File: config.mk
export PLATFORM = sky130hd
export DESIGN_NAME = http_request_header_parser_core
export DESIGN_NICKNAME = d
export VERILOG_FILES = /design/src/hrp_pkg.sv /design/src/http_request_header_parser_core.sv
export VERILOG_INCLUDE_DIRS = /design/src /design/src/src
export SDC_FILE = /design/constraint.sdc
export NUM_CORES = 1
export LEC_CHECK = 0
export BUFFER_PORTS_ARGS = -buffer_cell sky130_fd_sc_hd__buf_2
export CAP_MARGIN = 20
export CELL_PAD_IN_SITES_DETAIL_PLACEMENT = 1
export CELL_PAD_IN_SITES_GLOBAL_PLACEMENT = 1
export CORE_MARGIN = 3
export CORE_UTILIZATION = 48
export DETAILED_ROUTE_END_ITERATION = 8
export PLACE_DENSITY = 0.75
export SYNTH_ARGS = -nofsm -noshare
export SYNTH_HDL_FRONTEND = slang
export SYNTH_SLANG_ARGS = --single-unit
File: constraint.sdc
create_clock -name clk -period 4.7 [get_ports clk]
set_clock_uncertainty 0.2 [all_clocks]
set_input_delay 0.94 -clock clk [delete_from_list [all_inputs] [get_ports clk]]
set_output_delay 0.94 -clock clk [all_outputs]
set_load 0.01 [all_outputs]
File: src/http_request_header_parser_core_assert.svh
// assertion macros for the request header parser
`ifndef HTTP_REQUEST_HEADER_PARSER_CORE_ASSERT_SVH
`define HTTP_REQUEST_HEADER_PARSER_CORE_ASSERT_SVH

// condition in the same cycle
`define HRP_ASSERT_NOW(lbl, ante, cons, msg) \
  lbl: assert property (@(posedge clk) disable iff (!rst_n) (ante) |-> (cons)) \
    else $error(msg);

// condition in the next cycle
`define HRP_ASSERT_NEXT(lbl, ante, cons, msg) \
  lbl: assert property (@(posedge clk) disable iff (!rst_n) (ante) |=> (cons)) \
    else $error(msg);

`endif

File: src/hrp_pkg.sv
`default_nettype none

package hrp_pkg;

  // result tags
  localparam logic [1:0] TAG_NONE  = 2'd0;
  localparam logic [1:0] TAG_PATH  = 2'd1;
  localparam logic [1:0] TAG_PROTO = 2'd2;
  localparam logic [1:0] TAG_HOST  = 2'd3;

  // method codes
  localparam logic [1:0] METH_NONE = 2'd0;
  localparam logic [1:0] METH_GET  = 2'd1;
  localparam logic [1:0] METH_POST = 2'd2;

  // parse status codes
  localparam logic [1:0] ST_PROGRESS    = 2'd0;
  localparam logic [1:0] ST_UNSUPPORTED = 2'd1;
  localparam logic [1:0] ST_INCOMPLETE  = 2'd2;
  localparam logic [1:0] ST_COMPLETE    = 2'd3;

  // special bytes
  localparam logic [7:0] CH_SPACE = 8'h20;
  localparam logic [7:0] CH_LF    = 8'h0a;

  // length of the held protocol prefix
  localparam int unsigned HOLD_DEPTH = 5;
  localparam logic [2:0]  HOLD_LAST  = 3'(HOLD_DEPTH - 1);

  typedef logic [7:0] byte_t;

  // fold lower case letters to upper case
  function automatic byte_t upcase(input byte_t c);
    if (c >= 8'h61 && c <= 8'h7a) begin
      return byte_t'(c - 8'd32);
    end
    return c;
  endfunction

  // "GET "
  function automatic byte_t get_chr(input logic [2:0] p);
    byte_t r;
    unique case (p)
      3'd0:    r = 8'h47;
      3'd1:    r = 8'h45;
      3'd2:    r = 8'h54;
      3'd3:    r = CH_SPACE;
      default: r = 8'h00;
    endcase
    return r;
  endfunction

  // "POST "
  function automatic byte_t post_chr(input logic [2:0] p);
    byte_t r;
    unique case (p)
      3'd0:    r = 8'h50;
      3'd1:    r = 8'h4f;
      3'd2:    r = 8'h53;
      3'd3:    r = 8'h54;
      3'd4:    r = CH_SPACE;
      default: r = 8'h00;
    endcase
    return r;
  endfunction

  // "HTTP/"
  function automatic byte_t http_chr(input logic [2:0] p);
    byte_t r;
    unique case (p)
      3'd0:    r = 8'h48;
      3'd1:    r = 8'h54;
      3'd2:    r = 8'h54;
      3'd3:    r = 8'h50;
      3'd4:    r = 8'h2f;
      default: r = 8'h00;
    endcase
    return r;
  endfunction

  // "HOST: "
  function automatic byte_t host_chr(input logic [2:0] p);
    byte_t r;
    unique case (p)
      3'd0:    r = 8'h48;
      3'd1:    r = 8'h4f;
      3'd2:    r = 8'h53;
      3'd3:    r = 8'h54;
      3'd4:    r = 8'h3a;
      3'd5:    r = CH_SPACE;
      default: r = 8'h00;
    endcase
    return r;
  endfunction

endpackage

`default_nettype wire

File: src/http_request_header_parser_core.sv
// request line and host parser, one byte per item
// a byte passes the input register, then the result register, before its first result shows
// throughput: one byte per cycle while out_stall is low; the byte closing "HTTP/" gives
//   five results, drained in order from the hold by the single result register
// reset: synchronous active low rst_n clears parse state and both valid flags; no clearing pass
`default_nettype none

module http_request_header_parser_core (
  input  wire logic             clk,
  input  wire logic             rst_n,
  input  wire logic             in_valid,
  output logic                  in_stall,
  input  wire hrp_pkg::byte_t   in_char_in,
  input  wire logic             in_begin_req,
  output logic                  out_valid,
  input  wire logic             out_stall,
  output logic [1:0]            out_tag,
  output hrp_pkg::byte_t        out_data,
  output logic                  out_field_end,
  output logic [1:0]            out_method,
  output logic [1:0]            out_status,
  output logic                  out_last
);
  import hrp_pkg::*;

  `include "http_request_header_parser_core_assert.svh"

  typedef enum logic [2:0] {
    PH_METHOD,
    PH_PATH,
    PH_PROTO_MATCH,
    PH_PROTO,
    PH_HOST_MATCH,
    PH_HOST,
    PH_DONE
  } phase_t;

  // input register
  logic       in_full_r;
  byte_t      in_char_r;
  logic       in_begin_r;

  // parse state
  phase_t     phase_r, phase_nxt;
  logic [2:0] match_pos_r, match_pos_nxt;
  logic [1:0] cand_r, cand_nxt;
  logic [1:0] method_r, method_nxt;
  logic [1:0] status_r, status_nxt;
  byte_t      prefix_hold_r [HOLD_DEPTH];
  logic       hold_wr;

  // result register
  logic       res_valid_r;
  logic [1:0] res_tag_r, res_tag_nxt;
  byte_t      res_data_r, res_data_nxt;
  logic       res_fend_r, res_fend_nxt;
  logic [1:0] res_method_r;
  logic [1:0] res_status_r;
  logic       res_burst_r, res_burst_nxt;
  logic [2:0] res_idx_r;

  logic       res_last;
  logic       res_take;
  logic       res_free;
  logic       step;
  logic       in_take;

  // handshake
  assign res_last = !res_burst_r || (res_idx_r == HOLD_LAST);
  assign res_take = res_valid_r && !out_stall;
  assign res_free = !res_valid_r || (res_take && res_last);
  assign step     = in_full_r && res_free;
  assign in_stall = in_full_r && !step;
  assign in_take  = in_valid && !in_stall;

  // one parse step on the registered byte
  always_comb begin
    byte_t      u;
    logic [2:0] p;
    logic       g;
    logic       q;
    phase_t     ph;
    u             = upcase(in_char_r);
    ph            = phase_r;
    phase_nxt     = phase_r;
    match_pos_nxt = match_pos_r;
    cand_nxt      = cand_r;
    method_nxt    = method_r;
    status_nxt    = status_r;
    if (in_begin_r) begin
      ph            = PH_METHOD;
      phase_nxt     = PH_METHOD;
      match_pos_nxt = 3'd0;
      cand_nxt      = 2'b11;
      method_nxt    = METH_NONE;
      status_nxt    = ST_PROGRESS;
    end
    p             = match_pos_nxt;
    g             = 1'b0;
    q             = 1'b0;
    hold_wr       = 1'b0;
    res_tag_nxt   = TAG_NONE;
    res_data_nxt  = 8'h00;
    res_fend_nxt  = 1'b0;
    res_burst_nxt = 1'b0;
    unique case (ph)
      PH_METHOD: begin
        g = cand_nxt[0] && (p < 3'd4) && (u == get_chr(p));
        q = cand_nxt[1] && (p < 3'd5) && (u == post_chr(p));
        if (g && p == 3'd3) begin
          method_nxt    = METH_GET;
          phase_nxt     = PH_PATH;
          match_pos_nxt = 3'd0;
        end else if (q && p == 3'd4) begin
          method_nxt    = METH_POST;
          phase_nxt     = PH_PATH;
          match_pos_nxt = 3'd0;
        end else if (!g && !q) begin
          status_nxt = ST_UNSUPPORTED;
          phase_nxt  = PH_DONE;
        end else begin
          cand_nxt      = {q, g};
          match_pos_nxt = 3'(p + 3'd1);
        end
      end
      PH_PATH: begin
        if (in_char_r == CH_SPACE) begin
          phase_nxt     = PH_PROTO_MATCH;
          match_pos_nxt = 3'd0;
          res_fend_nxt  = 1'b1;
        end else begin
          res_tag_nxt  = TAG_PATH;
          res_data_nxt = in_char_r;
        end
      end
      PH_PROTO_MATCH: begin
        if (p < 3'(HOLD_DEPTH) && u == http_chr(p)) begin
          hold_wr = 1'b1;
          if (p == HOLD_LAST) begin
            phase_nxt     = PH_PROTO;
            match_pos_nxt = 3'd0;
            res_burst_nxt = 1'b1;
          end else begin
            match_pos_nxt = 3'(p + 3'd1);
          end
        end else begin
          status_nxt = ST_INCOMPLETE;
          phase_nxt  = PH_DONE;
        end
      end
      PH_PROTO: begin
        if (in_char_r == CH_LF) begin
          phase_nxt     = PH_HOST_MATCH;
          match_pos_nxt = 3'd0;
          res_fend_nxt  = 1'b1;
        end else begin
          res_tag_nxt  = TAG_PROTO;
          res_data_nxt = in_char_r;
        end
      end
      PH_HOST_MATCH: begin
        if (p < 3'd6 && u == host_chr(p)) begin
          if (p == 3'd5) begin
            phase_nxt     = PH_HOST;
            match_pos_nxt = 3'd0;
          end else begin
            match_pos_nxt = 3'(p + 3'd1);
          end
        end else begin
          status_nxt = ST_INCOMPLETE;
          phase_nxt  = PH_DONE;
        end
      end
      PH_HOST: begin
        if (in_char_r == CH_LF) begin
          status_nxt   = ST_COMPLETE;
          phase_nxt    = PH_DONE;
          res_fend_nxt = 1'b1;
        end else begin
          res_tag_nxt  = TAG_HOST;
          res_data_nxt = in_char_r;
        end
      end
      default: begin
      end
    endcase
  end

  // state, input register and result register
  always_ff @(posedge clk) begin
    if (!rst_n) begin
      in_full_r   <= 1'b0;
      phase_r     <= PH_METHOD;
      match_pos_r <= 3'd0;
      cand_r      <= 2'b11;
      method_r    <= METH_NONE;
      status_r    <= ST_PROGRESS;
      res_valid_r <= 1'b0;
      res_burst_r <= 1'b0;
      res_idx_r   <= 3'd0;
    end else begin
      // input register
      if (in_take) begin
        in_full_r  <= 1'b1;
        in_char_r  <= in_char_in;
        in_begin_r <= in_begin_req;
      end else if (step) begin
        in_full_r <= 1'b0;
      end
      // parse step and result load
      if (step) begin
        phase_r      <= phase_nxt;
        match_pos_r  <= match_pos_nxt;
        cand_r       <= cand_nxt;
        method_r     <= method_nxt;
        status_r     <= status_nxt;
        if (hold_wr) begin
          prefix_hold_r[match_pos_r] <= in_char_r;
        end
        res_valid_r  <= 1'b1;
        res_tag_r    <= res_tag_nxt;
        res_data_r   <= res_data_nxt;
        res_fend_r   <= res_fend_nxt;
        res_method_r <= method_nxt;
        res_status_r <= status_nxt;
        res_burst_r  <= res_burst_nxt;
        res_idx_r    <= 3'd0;
      end else if (res_take) begin
        if (res_last) begin
          res_valid_r <= 1'b0;
          res_burst_r <= 1'b0;
        end else begin
          res_idx_r <= 3'(res_idx_r + 3'd1);
        end
      end
    end
  end

  // result ports, held prefix bytes drained in order
  assign out_valid     = res_valid_r;
  assign out_tag       = res_burst_r ? TAG_PROTO : res_tag_r;
  assign out_data      = res_burst_r ? prefix_hold_r[res_idx_r] : res_data_r;
  assign out_field_end = res_burst_r ? 1'b0 : res_fend_r;
  assign out_method    = res_method_r;
  assign out_status    = res_status_r;
  assign out_last      = res_last;

  // checks
  `HRP_ASSERT_NOW(a_idx_range, res_burst_r, res_idx_r <= HOLD_LAST, "hold index out of range")
  `HRP_ASSERT_NOW(a_none_zero, out_valid && out_tag == TAG_NONE, out_data == 8'h00,
                  "untagged result carries data")
  `HRP_ASSERT_NOW(a_done_method, out_valid && out_status == ST_COMPLETE,
                  out_method != METH_NONE, "complete header without method")
  `HRP_ASSERT_NEXT(a_burst_cont, out_valid && !out_stall && !out_last,
                   out_valid && out_tag == TAG_PROTO, "protocol burst broken")

endmodule

`default_nettype wire

After elaboration in Yosys (flattened, before gate mapping)
Memories as Yosys holds them, arrays and structs flattened. A register that Yosys moved wholly into a read port is not among the register bits.
Index checks and enable logic that the tools add are counted.
Widths: inputs -> output; s select.
- flip-flop bits (word level): 42
- bits in writable memories: 40
- input bits: 13
- word-level logic and storage cells: 161
- memories kept: 1
- add/sub/neg operators: 3
- $lt $le $gt $ge: 5
- equality and inequality tests: 17
- multiplexer cells: 81
- bitwise logic cells: 2
- reduce and logical (&&, ||, !) cells: 36
- memories (name ; words ; bits a word ; rd ports ; clocked after Yosys merged registers in ; write ports ; line ; text):
    prefix_hold_r ; 5 ; 8 ; 1 ; 1 ; 1 ; http_request_header_parser_core.sv:49 ; byte_t prefix_hold_r [HOLD_DEPTH];
- operators with widths (cell ; count):
    $mux 8 ; 9
    $mux 3 ; 23
    $pmux 7 s4 ; 2
    $pmux 7 s6 ; 1
    $mux 2 ; 19
    $pmux 7 s5 ; 1
    $eq 8x8->1 ; 4
    $mux 1 ; 20
    $pmux 3 s6 ; 1
    $pmux 8 s2 ; 1
    $eq 3x3->1 const B ; 5
    $logic_and 1x1->1 ; 15
    $pmux 3 s5 ; 1
    $eq 3x2->1 const B ; 4
    $lt 3x3->1 const B ; 3
    $eq 8x4->1 const B ; 1
    $eq 8x6->1 const B ; 1
    $ge 8x7->1 const B ; 1
    $le 8x7->1 const B ; 1
    $pmux 2 s4 ; 1
    $reduce_and 2->1 ; 4
    $sub 8x6->8 const B ; 1
    $logic_not 1->1 ; 7
    $add 3x1->3 const B ; 2
    other kinds (8) ; 16

Depth between registers and ports, before layout
Gate-level depths: netlist of the first run.
- depth in word-level cells: 13
- mapped depth: 16
- gate-level depth less buffers: 12

Least setup slack after synthesis of the first run
OpenSTA, ideal clock, no wires.
- kind: flip-flop to flip-flop
- from: register in_begin_r
- to: memory prefix_hold_r[1][0] (netlist bit) (enable)
- arrival time: 3.548 ns
- required time: 4.117 ns
- setup slack: 0.569 ns
- stages on the path, launching flop included: 17
- path buffers: 5
- period minus slack after synthesis: 4.131 ns
- path through: edfxtp_1 buf_2 clkbuf_1 clkbuf_1 nor2b_1 inv_1 ha_1 or2_1 clkbuf_1 mux2i_1 xnor2_1 a2111o_1 or3_1 buf_2 nor2_1 nand2_1 nor3_1
- word-level cells in the longest chain between the ends: 13
- elaborated cells between the ends (all ways): 20
- classes of those cells: order compare: 1; eq/ne: 6; mux: 10; reduce/logical: 3
- ends and longest elaborated chain (element ; line ; text):
    start: declaration ; http_request_header_parser_core.sv:41 ; logic in_begin_r;
    start signal: assignment ; http_request_header_parser_core.sv:206 ; in_begin_r <= in_begin_req;
    $mux 3 ; http_request_header_parser_core.sv:90 ; if (in_begin_r) begin
    $eq 3x2->1 / $eq 3x1->1 (equally long branches) ; hrp_pkg.sv:70 ; unique case (p)
    $reduce_or 2->1 (no line) ; n/a ;
    $pmux 7 s4 ; hrp_pkg.sv:70 ;
    $mux 8 ; http_request_header_parser_core.sv:106 ; unique case (ph)
    $eq 8x8->1 ; http_request_header_parser_core.sv:137 ; if (p < 3'(HOLD_DEPTH) && u == http_chr(p)) begin
    $logic_and 1x1->1 ; http_request_header_parser_core.sv:137 ;
    $mux 1 ; http_request_header_parser_core.sv:137 ;
    $mux 1 (*) ; http_request_header_parser_core.sv:106 ;
    $mux 1 (*) ; http_request_header_parser_core.sv:217 ; if (hold_wr) begin
    $mux 1 (*) ; http_request_header_parser_core.sv:211 ; if (step) begin
    $mux 1 (*) ; http_request_header_parser_core.sv:191 ; if (!rst_n) begin
    $mux 1 (not written as such) (*) ; http_request_header_parser_core.sv:218 ; prefix_hold_r[match_pos_r] <= in_char_r;
    end: declaration ; http_request_header_parser_core.sv:49 ;
Every way passes the cells marked *; elsewhere a longest branch is shown, timed or not. The select of a mux whose other input is x is not followed.

Worst setup path in the final report of the first run
- from: register in_begin_r
- to: memory prefix_hold_r[2][3] (netlist bit) (enable)
Same word-level chain as after synthesis.

==> metrics.md, run 1 <==
| Metric | Value |
|---|---|
| Status | complete, no violations |
| Worst slew pin tran | approximately 0.94 ns |
| R2r worst-path depth | 10 |
| Number of global-route vias before repair | about 3.6k |
| Number of synthesis warnings | 0 |
| Worst-path maximum fanout | 8 |
| Worst Setup Start Kind | flop |
| Initial antenna violation count | 0 |
| Port bufs | 30 |
| Site Rows | 35 |
| Vias per inst | between 5 and 6 |
| Final WL | 11970 µm |
| Die Footprint | 10740 µm² |
| Most frequent cells in the layout | 64 x edfxtp_1, 36 x nor2_1, 32 x a21oi_1 |
| Fillcell total | 1012 |
| Final Max Tran Viols | 0 |
| Max_slew headroom | between 30% and 40% |
| Cell area power density | 282.8 nW/µm² |
| Hpwl dp | between 8000 and 9000 µm |
| # DRC | 0 |
| Max cap viols | 0 |
| Worst-path clk slew | 0.09 ns |
| Worst Setup End Kind | flop |
| RSZ-0062 raised after global routing | false |
| Crit path DAT | slightly below 4 ns |
| Unique masters post-synth | 69 |
| CTS resizes | 0 |
| Sequential fraction of the synthesis area | 51.18% |
| Cells after Synth | 430 |
| RePlAce Congestion | 0.8743 |
| Flop2flop setup slack | about 0.64 ns |
| Die Span Y | ~100 µm |
| Worst hold path cell count | 2 |
| Final hold vios | 0 |
| R2r endpoint | prefix_hold_r[2][3] |
| Met3 Use GR | under 10% |
| Iteration-0 DRC Markers | between 150 and 200 |
| Drt wl/cell | roughly 20 µm |
| Drt pass-1 iters | 4 |
| Die width | a little over 100 µm |
| Worst-Skew Late Latency | 0.36 ns |
| Initial Utilization | between 40 and 50% |
| Critical path class | reg2reg |
| Synthesized flop and latch total | 85 |
| H-tree depth | 3 |
| Startpoint of the worst register-to-register path | in_begin_r |
| Peak supply drop | 0.1226 mV |
| Routed via count | roughly 3.4k |
| Most common cell after layout, fill and taps aside | edfxtp_1 |
| Area growth, synth to finish | 10.25% |
| Routing usage on met2 | 41.17% |
| Final hold slack | 0.2802 ns |
| Syn_nets | between 400 and 500 |
| Clock Sinks | 85 |
| Fin crit share | about 86% |
| Post-synth EDFFs | between 60 and 70 |
| Root Driver | clkbuf_8 |
| Post-Syn Area | approximately 4600 µm² |
| TritonCTS buffer count | 9 |
| GRT Residual Overflow | 0 |
| Share of cells above drive strength 1 | between 15 and 20% |
| First-pass GRT wire length | 19780 µm |
| Met1 GRT Util | 29.81% |
| FFs w/ async S/R, synth | 0% |
| Minimum clock period | just over 4 ns |
| Antenna Cells | 0 |
| Final core occ | ~55% |
| Maximum clock rate | between 0.2 and 0.25 GHz |
| Leak pwr | 1.743 nW |
| Clock Path Buffers | 2 |
| Cts-stage hold buffer count | 0 |
| Post-CTS setup buffers | 0 |
| Area post-placement | 4866 µm² |
| HP Class | reg2reg |
| Post-route cell area | 5046 µm² |
| Gr usage total | 23.26% |
| CTS tree | done |
| Worst Path Required | between 4 and 5 ns |
| Gr busiest metal | met2 |
| Final setup viols | 0 |
| Core ar. | just over 9000 µm² |
| Largest net degree at the start of global routing | 22 |
| HP Start | method_r[1] |
| Top_reg_cell synth | edfxtp_1 |
| Io pins | 31 |
| WHS Endpoint | method_r[1] |
| Final ANT Viol Nets | 0 |
| Final #Nets | roughly 480 |
| Synthesized area per cell | roughly 11 µm² |
| Total negative setup slack | 0 ns |
[worst max path at each step]
stage | cells after the start | endpoint | startpoint
after floorplan | 16 | prefix_hold_r[1][0] | in_begin_r
after global placement | 10 | prefix_hold_r[0][1] | in_begin_r
after detailed placement | 10 | prefix_hold_r[2][4] | in_begin_r
after CTS | 10 | prefix_hold_r[2][3] | in_begin_r
after global routing | 10 | prefix_hold_r[2][3] | in_begin_r
final | 10 | prefix_hold_r[2][3] | in_begin_r
[final cells by class]
cell class / instances / area, µm² / area share, %
multi-input combinational: 296 / 2024 / 40.12
inverter: 18 / 67.56 / 1.339
timing repair buffer: 46 / 270.3 / 5.356
tap: 129 / 161.4 / 3.199
sequential: 85 / 2342 / 46.42
clock inverter: 7 / 56.30 / 1.116
clock buffer: 9 / 123.9 / 2.455
[power by group]
group / switching (mW) / internal [mW] / leakage (nW)
clock network: 0.284 / 0.200 / 0.0862
logic: 0.0692 / 0.0409 / 0.913
registers: 0.0159 / 0.818 / 0.744
[logic make-up after synthesis]
family | synth area share, %
AND/OR/NAND/NOR | 18.12
AO/OA/AOI/OAI | 14.30
flip-flops | 51.18
buffers and inverters | 4.593
multiplexers | 7.026
XOR/XNOR | 2.870
adder cells (fa/ha/maj) | 1.914
[critical path: stages, from the launching register on]
cell and delay (ns):
edfxtp_1 0.45, nor2b_1 0.25, inv_1 0.10, ha_1 0.29, or2_1 0.33, mux2i_1 0.20
xnor2_1 0.09, a2111o_1 0.36, or3_1 0.45, or3_4 0.44, nor2_1 0.54
[synthesized netlist by cell type, types with 5 or more instances]
library cell   n  area, µm²
edfxtp_1      64       1922
nor2_1        36      135.1
a21oi_1       32      160.2
nand2_1       27      101.4
dfxtp_1       21      420.4
o21ai_0       21      105.1
clkbuf_1      19      71.32
inv_1         17      63.81
mux2i_1       13      130.1
nor3_1        13      65.06
and2_1        10      62.56
xnor2_1       10      87.58
nand3_1        9      45.04
mux4_2         8      180.2
nor2b_1        8      50.05
a31oi_1        7      43.79
ha_1           7      87.58
nand2b_1       7      43.79
buf_2          6      30.03
or3_1          6      37.54
and3_1         5      31.28
o21a_1         5      37.54
xor2_1         5      43.79
[per-layer routing]
layer	routed length (µm)	share of wire [%]
met1	5183	43
met2	6225	52
met3	430	3.6
met4	131	1.1
met5	0	0
[metrics by stage]
step                      power (mW)  instances  setup slack, ns
final                          1.427        590           0.6414
after global routing           1.485        590           0.3554
after CTS                      1.442        590           0.6284
after detailed placement      0.9605        574           0.6528
after global placement        0.9569        574           0.9079
after floorplan               0.9192        430           0.5687
[sequential cells by signal (all words and copies together), names as in the netlist, named ones only]
name           count
res_data_r         8
status_r           2
phase_r            3
res_tag_r          2
res_idx_r          3
method_r           2
out_status         2
out_method         2
in_char_r          8
prefix_hold_r     40
match_pos_r        3
in_begin_r         1
cand_r             2
res_burst_r        1
res_fend_r         1
in_full_r          1
out_valid          1
Power figures use the tool's default switching activity.
==> run 2: changes to the inputs <==
--- a/config.mk
+++ b/config.mk
@@ -13,7 +13,7 @@
 export CORE_MARGIN = 3
 export CORE_UTILIZATION = 48
 export DETAILED_ROUTE_END_ITERATION = 8
-export PLACE_DENSITY = 0.75
+export PLACE_DENSITY_LB_ADDON = 0.05
 export SYNTH_ARGS = -nofsm -noshare
 export SYNTH_HDL_FRONTEND = slang
 export SYNTH_SLANG_ARGS = --single-unit
==> run 2 against run 1 <==
Flip-flop and latch count unchanged; register-to-register slack worse by 0.22 ns; maximum frequency down 5.2%; first-iteration DRC count up 46%; global-route usage up 0.82 points; sequential power about the same; clock power up 2%; routed wire length up 3.6%; non-clock buffer count down 1; critical endpoint is now prefix_hold_r[2][1]; largest power group unchanged.
==> metrics.md, run 2 (synthesis results as in run 1) <==
| Metric | Value |
|---|---|
| Worst-path maximum fanout | 14 (+6) |
| Final hold vios | 0 (unchanged) |
| Root Driver | clkbuf_8 |
| Final ANT Viol Nets | 0 (unchanged) |
| H-tree depth | 3 (unchanged) |
| Post-CTS setup buffers | 0 (unchanged) |
| Biggest register | prefix_hold_r |
| Antenna Cells | 0 (unchanged) |
| TritonCTS buffer count | 9 (unchanged) |
| Max reg flops | 40 (unchanged) |
| Area post-placement | 4858 µm² (-0.15%) |
| Final setup viols | 0 (unchanged) |
| Worst-Skew Late Latency | 0.37 ns (about the same) |
| Drt pass-1 iters | 5 (+1) |
| Iteration-0 DRC Markers | 254 (+46%) |
| Most common cell after layout, fill and taps aside | edfxtp_1 |
| Crit path launch | in_begin_r |
| Port bufs | 30 (unchanged) |
| Die width | 103.7 µm (unchanged) |
| Gr usage total | 24.09% (+0.82 points) |
| CTS resizes | 0 (unchanged) |
| Minimum clock period | 4.283 ns (+0.2245 ns) |
| Share of cells above drive strength 1 | 19.13% (-0.18 points) |
| Most frequent cells in the layout | 64 x edfxtp_1, 36 x nor2_1, 32 x a21oi_1 |
| Worst-path clk slew | 0.10 ns (about the same) |
| Worst Path Required | 4.49 ns (about the same) |
| Maximum clock rate | 0.2335 GHz (-5.2%) |
| GRT Residual Overflow | 0 (unchanged) |
| Startpoint of the worst register-to-register path | in_begin_r |
| Area growth, synth to finish | 10.11% |
| Final #Nets | 475 (-0.21%) |
| Die Footprint | 10740 µm² (unchanged) |
| Max_slew headroom | 38.12% (+0.93 points) |
| Final Max Tran Viols | 0 (unchanged) |
| R2r endpoint | prefix_hold_r[2][1] |
| Initial Utilization | 49.53% (unchanged) |
| HP Class | reg2reg |
| Flop2flop setup slack | 0.42 ns (-0.22 ns) |
| Drt wl/cell | 21.06 µm (+3.8%) |
| # DRC | 0 (unchanged) |
| First-pass GRT wire length | 20370 µm (+3.0%) |
| Hpwl dp | 8933 µm (+3.3%) |
| Peak supply drop | 0.1839 mV (+50%) |
| Post-route cell area | 5040 µm² (-0.12%) |
| Die Span Y | 103.7 µm (unchanged) |
| Core ar. | 9240 µm² (unchanged) |
| Setup crit end | prefix_hold_r[2][1] |
| Fin crit share | 91.13% (+4.8 points) |
| Initial antenna violation count | 0 (unchanged) |
| Max cap viols | 0 (unchanged) |
| Site Rows | 35 (unchanged) |
| Total negative setup slack | 0 ns (unchanged) |
| RSZ-0062 raised after global routing | false |
| Largest net degree at the start of global routing | 22 (unchanged) |
| Fillcell total | 1033 (+2.1%) |
| Routed via count | 3490 (+2.1%) |
| Cts-stage hold buffer count | 0 (unchanged) |
| Vias per inst | 5.925 (+2.3%) |
| Leak pwr | 1.742 nW (about the same) |
| Status | complete, no violations |
| Clock Path Buffers | 2 (unchanged) |
| Crit path DAT | 4.08 ns (+0.23 ns) |
| Clock Sinks | 85 (unchanged) |
| Worst slew pin tran | 0.9247 ns (-0.01387 ns) |
| Worst Setup End Kind | flop |
| Critical path class | reg2reg |
| CTS tree | done |
| Number of global-route vias before repair | 3679 (+1.2%) |
| Final WL | 12400 µm (+3.6%) |
| R2r worst-path depth | 10 (unchanged) |
| Top Registers | prefix_hold_r: 40 flops, in_char_r: 8 flops, res_data_r: 8 flops |
| Io pins | 31 (unchanged) |
| Worst Setup Start Kind | flop |
| Cell area power density | 285.3 nW/µm² (+0.91%) |
| RePlAce Congestion | 0.8791 (+0.55%) |
-- run 2: worst max-delay path, cell delays in order (launching register included) --
cell and delay [ns]:
edfxtp_1 0.62, nor2b_1 0.32, inv_1 0.08, ha_1 0.27, or2_1 0.33, mux2i_1 0.19, xnor2_1 0.08, a2111o_1 0.36
or3_1 0.46, or3_4 0.43, nor2_1 0.56
-- run 2: how the worst min path moves through the flow --
stage,start,to,slack [ns],cells past startpoint
6_report,method_r[1],method_r[1],0.28,2
2_1_floorplan,cand_r[1],cand_r[1],0.24,2
3_3_place_gp,method_r[1],method_r[1],0.25,2
5_1_grt,method_r[1],method_r[1],0.30,2
4_1_cts,method_r[1],method_r[1],0.28,2
3_5_place_dp,method_r[1],method_r[1],0.27,2
-- run 2: final cells by class --
cell class                 instances  area [µm²]  share of cell area (%)
sequential                        85        2342                   46.47
multi-input combinational        296        2024                   40.17
timing repair buffer              45       262.8                   5.214
tap                              129       161.4                   3.203
clock buffer                       9       123.9                   2.458
inverter                          18       67.56                   1.341
clock inverter                     7       57.56                   1.142
-- run 2: power by group --
group	internal, mW	switching, mW
sequential	0.818	0.0178
clock	0.200	0.294
combinational	0.0404	0.0683
-- run 2: metrics by stage --
step	setup WS [ns]	hold slack (ns)	power, mW	std cells	util (%)
finish	0.4170	0.2780	1.438	589	54.54
global route	0.1961	0.2991	1.489	589	54.54
CTS	0.4053	0.2814	1.446	589	54.54
floorplan	0.5687	0.2399	0.9192	430	-
global placement	0.6782	0.2482	0.9572	573	52.58
detailed placement	0.4602	0.2679	0.9605	573	52.58
-- run 2: routing by layer --
metal | vias up | wire length, µm | global-route usage (%)
met3 | 17 | 636 | 4.984
met2 | 92 | 6309 | 41.82
li1 | 1636 | - | -
met4 | 0 | 225 | 6.933
met5 | - | 0 | 0
met1 | 1745 | 5230 | 30.53
